<file path="src/hdl/poly_pkg.sv">
// shared types, codes and the word saturation helper for the polynomial evaluator
// no dependencies

package poly_pkg;

	localparam int WORD_W  = 32;
	localparam int PROD_W  = 2 * WORD_W;
	localparam int FUNC_W  = 2;
	localparam int INDEX_W = 4;
	localparam int FORM_W  = 2;
	localparam int ORDER_W = 4;
	localparam int CFG_IDX_W = 1;
	localparam int CFG_W   = 4;
	localparam int INDEX_MAX = (1 << INDEX_W) - 1;

	typedef logic signed [WORD_W-1:0] word_t;
	typedef logic signed [PROD_W-1:0] prod_t;
	typedef logic [FUNC_W-1:0]        func_t;
	typedef logic [INDEX_W-1:0]       index_t;
	typedef logic [FORM_W-1:0]        form_t;
	typedef logic [ORDER_W-1:0]       order_t;
	typedef logic [CFG_IDX_W-1:0]     cfg_idx_t;
	typedef logic [CFG_W-1:0]         cfg_data_t;

	localparam func_t FUNC_COEF = 2'd0;
	localparam func_t FUNC_NODE = 2'd1;
	localparam func_t FUNC_EVAL = 2'd2;

	localparam form_t FORM_POWER  = 2'd0;
	localparam form_t FORM_HORNER = 2'd1;
	localparam form_t FORM_NEWTON = 2'd2;

	localparam cfg_idx_t CFG_FORM  = 1'b0;
	localparam cfg_idx_t CFG_ORDER = 1'b1;

	localparam prod_t WORD_MAX = 64'sd2147483647;
	localparam prod_t WORD_MIN = -64'sd2147483648;

	typedef struct packed {
		logic  start;
		logic  write;
		logic  mul;
		logic  acc;
		logic  publish;
	} dp_cmd_t;

	typedef struct packed {
		logic  empty;
		logic  last;
		logic  out_free;
	} dp_stat_t;

	typedef struct packed {
		logic  ovf;
		word_t val;
	} sat_t;

	function automatic sat_t sat_word(input prod_t v);
		sat_t r;
		if (v > WORD_MAX) begin
			r.ovf = 1'b1;
			r.val = WORD_MAX[WORD_W-1:0];
		end else if (v < WORD_MIN) begin
			r.ovf = 1'b1;
			r.val = WORD_MIN[WORD_W-1:0];
		end else begin
			r.ovf = 1'b0;
			r.val = v[WORD_W-1:0];
		end
		return r;
	endfunction

endpackage

</file>
<file path="src/hdl/poly_ctrl.sv">
// sequencer for the evaluator: accept, multiply / accumulate loop, publish
// depends on poly_pkg

module poly_ctrl (
	input  logic               clk,
	input  logic               arst_n,
	input  logic               in_valid,
	input  logic               in_eval,
	output logic               in_ready,
	output poly_pkg::dp_cmd_t  cmd,
	input  poly_pkg::dp_stat_t stat
);
	import poly_pkg::*;

	localparam logic [1:0] ST_IDLE = 2'd0;
	localparam logic [1:0] ST_MUL  = 2'd1;
	localparam logic [1:0] ST_ACC  = 2'd2;
	localparam logic [1:0] ST_FIN  = 2'd3;

	logic [1:0] state_q;
	logic [1:0] state_d;

	always_comb begin
		state_d  = state_q;
		in_ready = 1'b0;
		cmd      = '0;
		unique case (state_q)
			ST_IDLE: begin
				in_ready = 1'b1;
				if (in_valid) begin
					if (in_eval) begin
						cmd.start = 1'b1;
						state_d   = stat.empty ? ST_FIN : ST_MUL;
					end else begin
						cmd.write = 1'b1;
					end
				end
			end
			ST_MUL: begin
				cmd.mul = 1'b1;
				state_d = ST_ACC;
			end
			ST_ACC: begin
				cmd.acc = 1'b1;
				state_d = stat.last ? ST_FIN : ST_MUL;
			end
			ST_FIN: begin
				if (stat.out_free) begin
					cmd.publish = 1'b1;
					state_d     = ST_IDLE;
				end
			end
			default: state_d = ST_IDLE;
		endcase
	end

	always_ff @(posedge clk or negedge arst_n) begin
		if (!arst_n) begin
			state_q <= ST_IDLE;
		end else begin
			state_q <= state_d;
		end
	end

endmodule

</file>
<file path="config.mk">
export PLATFORM = sky130hd
export DESIGN_NAME = poly_ctrl
export DESIGN_NICKNAME = d
export VERILOG_FILES = /design/src/hdl/poly_pkg.sv /design/src/hdl/poly_ctrl.sv
export SDC_FILE = /design/constraint.sdc
export NUM_CORES = 1
export LEC_CHECK = 0
export ABC_AREA = 1
export BUFFER_PORTS_ARGS = -buffer_cell sky130_fd_sc_hd__buf_2
export CAP_MARGIN = 10
export CORE_AREA = 5 5 42 44
export DETAILED_ROUTE_END_ITERATION = 12
export DIE_AREA = 0 0 47 49
export PLACE_DENSITY_LB_ADDON = 0.2
export SETUP_SLACK_MARGIN = 0.15
export SYNTH_ARGS = -nofsm -noshare
export SYNTH_HDL_FRONTEND = slang
export SYNTH_SLANG_ARGS = --single-unit
</file>
<file path="constraint.sdc">
create_clock -name clk -period 2.17 [get_ports clk]
set_input_delay 0.434 -clock clk [delete_from_list [all_inputs] [get_ports clk]]
set_output_delay 0.434 -clock clk [all_outputs]
set_load 0.02 [all_outputs]
</file>
Word level (Yosys, flattened, before mapping)
Index checks and enable logic that the tools add are counted.
{"block": "totals", "elab_cells": 24, "out_inout_bits": 6, "reg_bits": 2, "in_bits": 7}
{"block": "op_classes", "reduce_logical": 2, "eq_ne": 6, "mux": 15}
{"cell": "$mux 2", "count": 7}
{"cell": "$pmux 2 s4", "count": 1}
{"cell": "$mux 1", "count": 7}
{"cell": "$ne 2x2->1 const B", "count": 3}
{"cell": "$eq 2x2->1 const B", "count": 2}
{"cell": "$reduce_and 3->1", "count": 1}
{"cell": "$eq 2x1->1 const B", "count": 1}
{"cell": "$logic_not 2->1", "count": 1}

Logic depth before layout (Yosys ltp)
Gate-level depths: netlist of run 1.
{"block": "depth", "word_depth": 4, "ltp_mapped": 5, "ltp_nobuf": 5}

Worst setup path before layout of run 1
OpenSTA, ideal clock, no wires.
{"block": "synth_timing", "path_kind": "register to output", "from": "register state_q[0]", "to": "output cmd[3] in the netlist's numbering", "path_slack_ns": 0.551, "arrival_ns": 1.185, "stages_incl_launch_ff": 4, "path_cell_list": "dfrtp_1 -> nor2_1 -> nand2_1 -> nor2_1"}
{"item": "start: declaration", "line": "poly_ctrl.sv:20", "text": "logic [1:0] state_q;"}
{"item": "start signal: assignment", "line": "poly_ctrl.sv:61", "text": "state_q <= state_d;"}
{"item": "end: declaration", "line": "poly_ctrl.sv:10", "text": "output poly_pkg::dp_cmd_t cmd,"}

==> metrics.md, run 1 <==
| Metric | Value |
|---|---|
| Status | `finished clean` |
| 1st-pass router iterations | `2` |
| Min Clock Period, post-route | `1630 ps` |
| Most area-hungry cell type in the Yosys netlist | `dfrtp_1` |
| Required time worst endpoint | `1740 ps` |
| Cell Rows | `14` |
| Worst-case clock buffer depth | `2` |
| Num CTS Buffers | `3` |
| Die height | `49 um` |
| Htree depth | `1` |
| Worst path cell trace | `nor2_1, nand2_1, nor2_1, buf_2` |
| #FFs+latches synth | `2` |
| Comb pwr share | `0.516` |
| Peak VDD IR | `0.423 mV` |
| Syn Std Cell Area | `134 sq um` |
| CTS tree | `built` |
| Crit end category | `output port` |
| Gpl congestion | `0.592` |
| Crit-path max FO | `6` |
| Stages on worst setup path | `4` |
| Fin crit share | `0.750` |
| Syn Nets | `30` |
| DIE AREA | `2300 sq um` |
| Clk pwr share | `0.237` |
| CP Class | `flop to output port` |
| Buf/Inv on CP | `1` |
| Core area | `1400 sq um` |
| Commonest non-fill, non-tap cell in the layout | `buf_2` |
| First-pass GRT wire length | `731 um` |
| CP Launch Type | `flop` |
| Ranking of synthesized cells by area | `dfrtp_1, nand2_1, nor2_1` |
| Starting Density | `0.0955` |
| Most frequent cells in the layout | `buf_2, nand2_1, nor2_1` |
| Width of the chip | `47 um` |
| Final ANT Viol Nets | `0` |
| Top delay family on crit path | `flip-flops` |
| Worst EP arrival | `1190 ps` |
| Max-Cap Viols | `0` |
| Net Sw Power | `0.168 mW` |
| Post-synthesis area per instance | `5.82 sq um` |
| Largest regs | `state_q: 2 flops` |
| Hold Crit Class | `primary input to flop` |
| Slew @ Worst Pin | `235 ps` |
| Internal | `0.179 mW` |
| Initial DRC Count | `3` |
| Count of final max-slew check failures | `0` |
| I/O pins | `13` |
| Clk root buf | `clkbuf_4` |
| Relative slew slack | `0.843` |
| Vias | `189` |
| Grt ovf | `0` |
| Max Freq | `615 MHz` |
| Share of cells above drive strength 1 | `0.385` |
| Total track usage | `0.0465` |
| Hold path depth | `4` |
| Vias in the first global route | `198` |
| Vias per cell | `3.44` |
| Final setup TNS | `0 ps` |
| Worst path slowest cell | `dfrtp_1` |
| Clk Latency, worst-skew pair | `220 ps` |
| Max incr delay on CP | `420 ps` |
| Final #Nets | `48` |
| ANT cells | `0` |
| CP most frequent cell | `nor2_1` |
| Max reg flops | `2` |
| Worst Reg-to-Reg Cells | `4` |
| Port Buf Inserts | `12` |
| Register with the most flip-flops | `state_q` |
| Area growth from synthesis to layout | `84.1%` |
| Wirelength, routed | `447 um` |
| Switching Fraction | `0.484` |
| Drt drc | `0` |
| Post-synth top area share | `0.374` |
| RSZ-0062 raised after global routing | `false` |
| Clock Skew | `0.847 ps` |
| Mapped Cells | `23` |
| Seq pwr share | `0.247` |
| Final Hold Fails | `0` |
| Finish-stage setup viols | `0` |
| YS warnings | `0` |
| DR WL/cell | `8.13 um` |
| Tot Pwr | `0.347 mW` |
| Post-cts resize count | `0` |
| Pwr Density | `1410 nW/um^2` |
| Pleak | `0.151 nW` |
| CTS Sinks | `2` |
| Distinct cells, synth | `6` |
| Initial antenna violation count | `0` |
| Largest net degree at the start of global routing | `7` |
| Clock-pin slew on the worst setup and hold paths | `30 ps` |
| Sequential fraction of the synthesis area | `0.374` |
-- cells in the mapped netlist --
cell type / instances
dfrtp_1: 2
inv_1: 3
nand2_1: 10
nand3_1: 2
nor2_1: 4
nor3_1: 2
-- metal layers --
layer / vias up / track usage / wire length [um]
li1: 102 / - / -
met1: 79 / 0.0463 / 181
met2: 8 / 0.0611 / 198
met3: 0 / 0.0221 / 66
met4: 0 / 0.0553 / 0
met5: - / 0 / 0
-- worst paths after layout --
path                                        startpoint                endpoint  slack [ps]
max in group asynchronous                       arst_n  state_q[1]$_DFFE_PN0P_        1550
worst min register to register  state_q[0]$_DFFE_PN0P_  state_q[0]$_DFFE_PN0P_         620
worst min-delay path                           stat[0]  state_q[0]$_DFFE_PN0P_         500
min in group asynchronous                       arst_n  state_q[0]$_DFFE_PN0P_         530
worst max register to register  state_q[1]$_DFFE_PN0P_  state_q[0]$_DFFE_PN0P_        1210
worst max-delay path            state_q[1]$_DFFE_PN0P_                  cmd[3]         540
-- metrics by stage --
step	area [sq um]	util	std cells	worst slack [ps]	hold slack, ps
floorplan	134	-	23	551	138
global placement	214	0.153	51	745	222
detailed placement	214	0.153	51	768	221
CTS	246	0.176	55	525	497
global route	246	0.176	55	401	520
finish	246	0.176	55	543	502
-- worst reg2reg max path: cells and delay by family (launching register included) --
kind	cells	cell delay, ps
flip-flops	1	420
AND/OR/NAND/NOR	4	420
-- timing repair --
action	in CTS	in global routing
endpoints found under the hold margin	2	0
hold buffers	1	0
setup buffers	0	0
-- power groups by stage --
| stage | Sequential (mW) | Clock (mW) | Combinational (mW) |
|---|---|---|---|
| after floorplan | 0.0783 | 0 | 0.125 |
| after global placement | 0.0831 | 0 | 0.188 |
| after detailed placement | 0.0858 | 0 | 0.183 |
| after CTS | 0.0855 | 0.0885 | 0.185 |
| after global routing | 0.0892 | 0.0943 | 0.206 |
| final | 0.0857 | 0.0824 | 0.179 |
-- logic make-up (layout without fill, tap and decap cells) --
| group | count (synthesis) | after routing | share of synthesized area |
|---|---|---|---|
| flops | 2 | 2 | 0.374 |
| buf+inv | 3 | 19 | 0.0841 |
| simple gates | 18 | 18 | 0.542 |
-- layout make-up --
cell class / count / area (sq um)
clock buffer: 3 / 22.5
fill: 175 / 1150
inverter: 3 / 11.3
multi-input combinational: 18 / 72.6
sequential: 2 / 50.0
tap: 16 / 20.0
timing repair buffer: 13 / 70.1
(Power assumes the default switching activity.)
==> inputs of run 2 (changes only) <==
--- a/config.mk
+++ b/config.mk
@@ -5,7 +5,7 @@
 export SDC_FILE = /design/constraint.sdc
 export NUM_CORES = 1
 export LEC_CHECK = 0
-export ABC_AREA = 1
+export ABC_AREA = 0
 export BUFFER_PORTS_ARGS = -buffer_cell sky130_fd_sc_hd__buf_2
 export CAP_MARGIN = 10
 export CORE_AREA = 5 5 42 44
==> constraint.sdc (replaced) <==
create_clock -name clk -period 1.4 [get_ports clk]
set_input_delay 0.28 -clock clk [delete_from_list [all_inputs] [get_ports clk]]
set_output_delay 0.28 -clock clk [all_outputs]
set_load 0.02 [all_outputs]
==> run 2 against run 1 <==
Critical path type unchanged; sequential share of layout area down 2.4 points; largest power group unchanged; highest routed layer unchanged; sequential power rose by 83%; synthesized cell count is 39% lower; combinational power up 110%.
==> metrics.md, run 2 <==
| Metric | Value |
|---|---|
| Status | `finished clean` |
| Total track usage | `0.0543 (+0.00775)` |
| RSZ-0062 raised after global routing | `true` |
| Vias | `177 (-6.3%)` |
| Pleak | `0.137 nW (-9.1%)` |
| R2r setup slk | `490 ps (-720 ps)` |
| Gpl congestion | `0.764 (+29%)` |
| Worst r2r src | `state_q[0]$_DFFE_PN0P_` |
| Initial DRC Count | `1 (-2)` |
| CTS tree | `built` |
| Most area-hungry cell type in the Yosys netlist | `dfrtp_1` |
| Number of synthesized flops with an enable pin | `0 (unchanged)` |
| Async S/R FF share, synth | `1.00 (unchanged)` |
| Mapped Cells | `14 (-39%)` |
| CTS Sinks | `2 (unchanged)` |
| Syn Nets | `21 (-30%)` |
| Fill cells | `165 (-5.7%)` |
| Pwr Density | `2240 nW/um^2 (+59%)` |
| Ranking of synthesized cells by area | `dfrtp_1, a21oi_1, and3_1` |
| Cell Rows | `14 (unchanged)` |
| Starting Density | `0.0857 (-0.00982)` |
| DIE AREA | `2300 sq um (unchanged)` |
| Drt drc | `0 (unchanged)` |
| First-pass GRT wire length | `841 um (+15%)` |
| Finish-stage setup viols | `0 (unchanged)` |
| Non-filler cells, final | `47 (-15%)` |
| Clock-pin slew on the worst setup and hold paths | `30 ps (about the same)` |
| CP Launch Type | `flop` |
| I/O pins | `13 (unchanged)` |
| Commonest non-fill, non-tap cell in the layout | `buf_2` |
| ANT cells | `0 (unchanged)` |
| Max reg flops | `2 (unchanged)` |
| Final HPWL DP | `356 um` |
| Num CTS Buffers | `3 (unchanged)` |
| Post-synth top area share | `0.417 (+0.0428)` |
| Clk Latency, worst-skew pair | `220 ps (about the same)` |
| Final ANT Viol Nets | `0 (unchanged)` |
| Port Buf Inserts | `12 (unchanged)` |
| Share of cells above drive strength 1 | `0.710 (+0.325)` |
| Synth Flop Type | `dfrtp_1` |
| Width of the chip | `47 um (unchanged)` |
| Max Freq | `724 MHz` |
| Slew @ Worst Pin | `203 ps (-31.8 ps)` |
| Hold_sp | `stat[0]` |
| Sequential fraction of the synthesis area | `0.417 (+0.0428)` |
| Worst EP arrival | `1100 ps (-90 ps)` |
| Vias per cell | `3.77 (+9.6%)` |
| Tot Pwr | `0.656 mW (+89%)` |
| 1st-pass router iterations | `2 (unchanged)` |
| #FFs+latches synth | `2 (unchanged)` |
| Hold Crit Class | `primary input to flop` |
| DR WL/cell | `10.9 um (+34%)` |
| Worst Reg-to-Reg Cells | `3 (-1)` |
| Die height | `49 um (unchanged)` |
| Clk root buf | `clkbuf_4` |
| Crit end category | `output port` |
| Count of final max-slew check failures | `0 (unchanged)` |
| Fin Hold WS | `285 ps (-217 ps)` |
| Max-Cap Viols | `0 (unchanged)` |
| Distinct cells, synth | `9 (+3)` |
| Wirelength, routed | `512 um (+15%)` |
| Area growth from synthesis to layout | `144%` |
| Core area | `1400 sq um (unchanged)` |
| Crit-path max FO | `5 (-1)` |
| Htree depth | `1 (unchanged)` |
| Reg2reg end | `state_q[1]$_DFFE_PN0P_` |
| Grt ovf | `0 (unchanged)` |
| Largest regs | `state_q: 2 flops` |
| Final Hold Fails | `0 (unchanged)` |
| Worst-case clock buffer depth | `2 (unchanged)` |
| Fin crit share | `0.987` |
| Required time worst endpoint | `1120 ps (-620 ps)` |
| Most frequent cells in the layout | `buf_2, a21oi_1, clkbuf_4, buf_4, buf_6` |
| Final #Nets | `40 (-17%)` |
| Post-synthesis area per instance | `8.58 sq um (+47%)` |
| Syn Std Cell Area | `120 sq um (-10%)` |
| Largest net degree at the start of global routing | `9 (+2)` |
| Hold endpoint | `state_q[0]$_DFFE_PN0P_` |
| Clock Skew | `3.50 ps (+2.66 ps)` |
| CP Class | `flop to output port` |
| Count leader, synth | `a21oi_1` |
| Post-synth top cells | `a21oi_1, and3_1, dfrtp_1, nor2_1` |
| Vias in the first global route | `195 (-1.5%)` |
| YS warnings | `0 (unchanged)` |
| Hold path depth | `2 (-2)` |
| Min Clock Period, post-route | `1380 ps` |
| Initial antenna violation count | `0 (unchanged)` |
| Register with the most flip-flops | `state_q` |
| Cell Count Post-Placement | `42 (-18%)` |
| Relative slew slack | `0.864 (+0.0214)` |
| Peak VDD IR | `0.965 mV (+130%)` |
-- run 2: cell types whose count changed after synthesis --
cell / delta
a21oi_1: +3
and2b_1: +1
and3_1: +2
inv_1: -2
nand2_1: -10
nand3_1: -2
nand4b_1: +1
nor2_1: -2
nor3_1: -2
nor4b_1: +1
o22ai_1: +1
-- run 2: metal layers --
metal / share of wire / global-route usage
met1: 0.44 / 0.0661
met5: 0 / 0
met4: 0 / 0.0415
met2: 0.35 / 0.0588
met3: 0.21 / 0.0443
-- run 2: logic make-up (layout without fill, tap and decap cells) --
| family | Yosys count | count (layout) | share of synthesized area |
|---|---|---|---|
| AOI/OAI and AO/OA | 4 | 4 | 0.177 |
| buffers and inverters | 1 | 18 | 0.0312 |
| and+or+nand+nor | 7 | 7 | 0.375 |
| DFF | 2 | 2 | 0.417 |
-- run 2: critical path: stages (launching register included) --
cell and delay, ps:
dfrtp_2 440, nor4b_2 260, buf_4 180
-- run 2: worst max path at each step --
| stage | start | endpoint | slack (ps) | cells after the start |
|---|---|---|---|---|
| finish | state_q[0]$_DFFE_PN0P_ | cmd[3] | 20 | 2 |
| global route | state_q[1]$_DFFE_PN0P_ | cmd[4] | -30 | 3 |
| CTS | state_q[0]$_DFFE_PN0P_ | cmd[3] | 10 | 2 |
| detailed placement | state_q[0]$_DFFE_PN0P_ | cmd[3] | 230 | 2 |
| global placement | state_q[0]$_DFFE_PN0P_ | cmd[3] | 240 | 2 |
| floorplan | state_q[0]$_DFFE_PN0P_ | cmd[4] | 170 | 2 |
-- run 2: power breakdown --
group / internal [mW] / switching [mW] / leakage (nW)
registers: 0.0942 / 0.0633 / 0.0209
logic: 0.184 / 0.189 / 0.102
clock network: 0.0945 / 0.0316 / 0.0138
total: 0.373 / 0.284 / 0.137
-- run 2: final cells by class --
cell class	count	area, sq um	share of cell area
multi-input combinational	11	92.6	0.316
tap	16	20.0	0.0684
timing repair buffer	14	101	0.346
clock buffer	3	22.5	0.0769
inverter	1	3.75	0.0128
sequential	2	52.6	0.179
-- run 2: metrics by stage --
step	setup TNS, ps	area [sq um]	utilization	setup WS, ps
6_report	0	293	0.209	18.7
5_1_grt	-56.9	293	0.209	-34.4
4_1_cts	0	275	0.196	13.5
3_5_place_dp	0	210	0.150	225
3_3_place_gp	0	210	0.150	236
2_1_floorplan	0	130	-	168
-- run 2: what timing repair did --
action	CTS	global route
gates resized for setup	9	5
hold endpoints to repair	2	0
buffers inserted	1	0
endpoints found under the setup margin	6	6
hold buffers	1	0
pin swaps	0	2
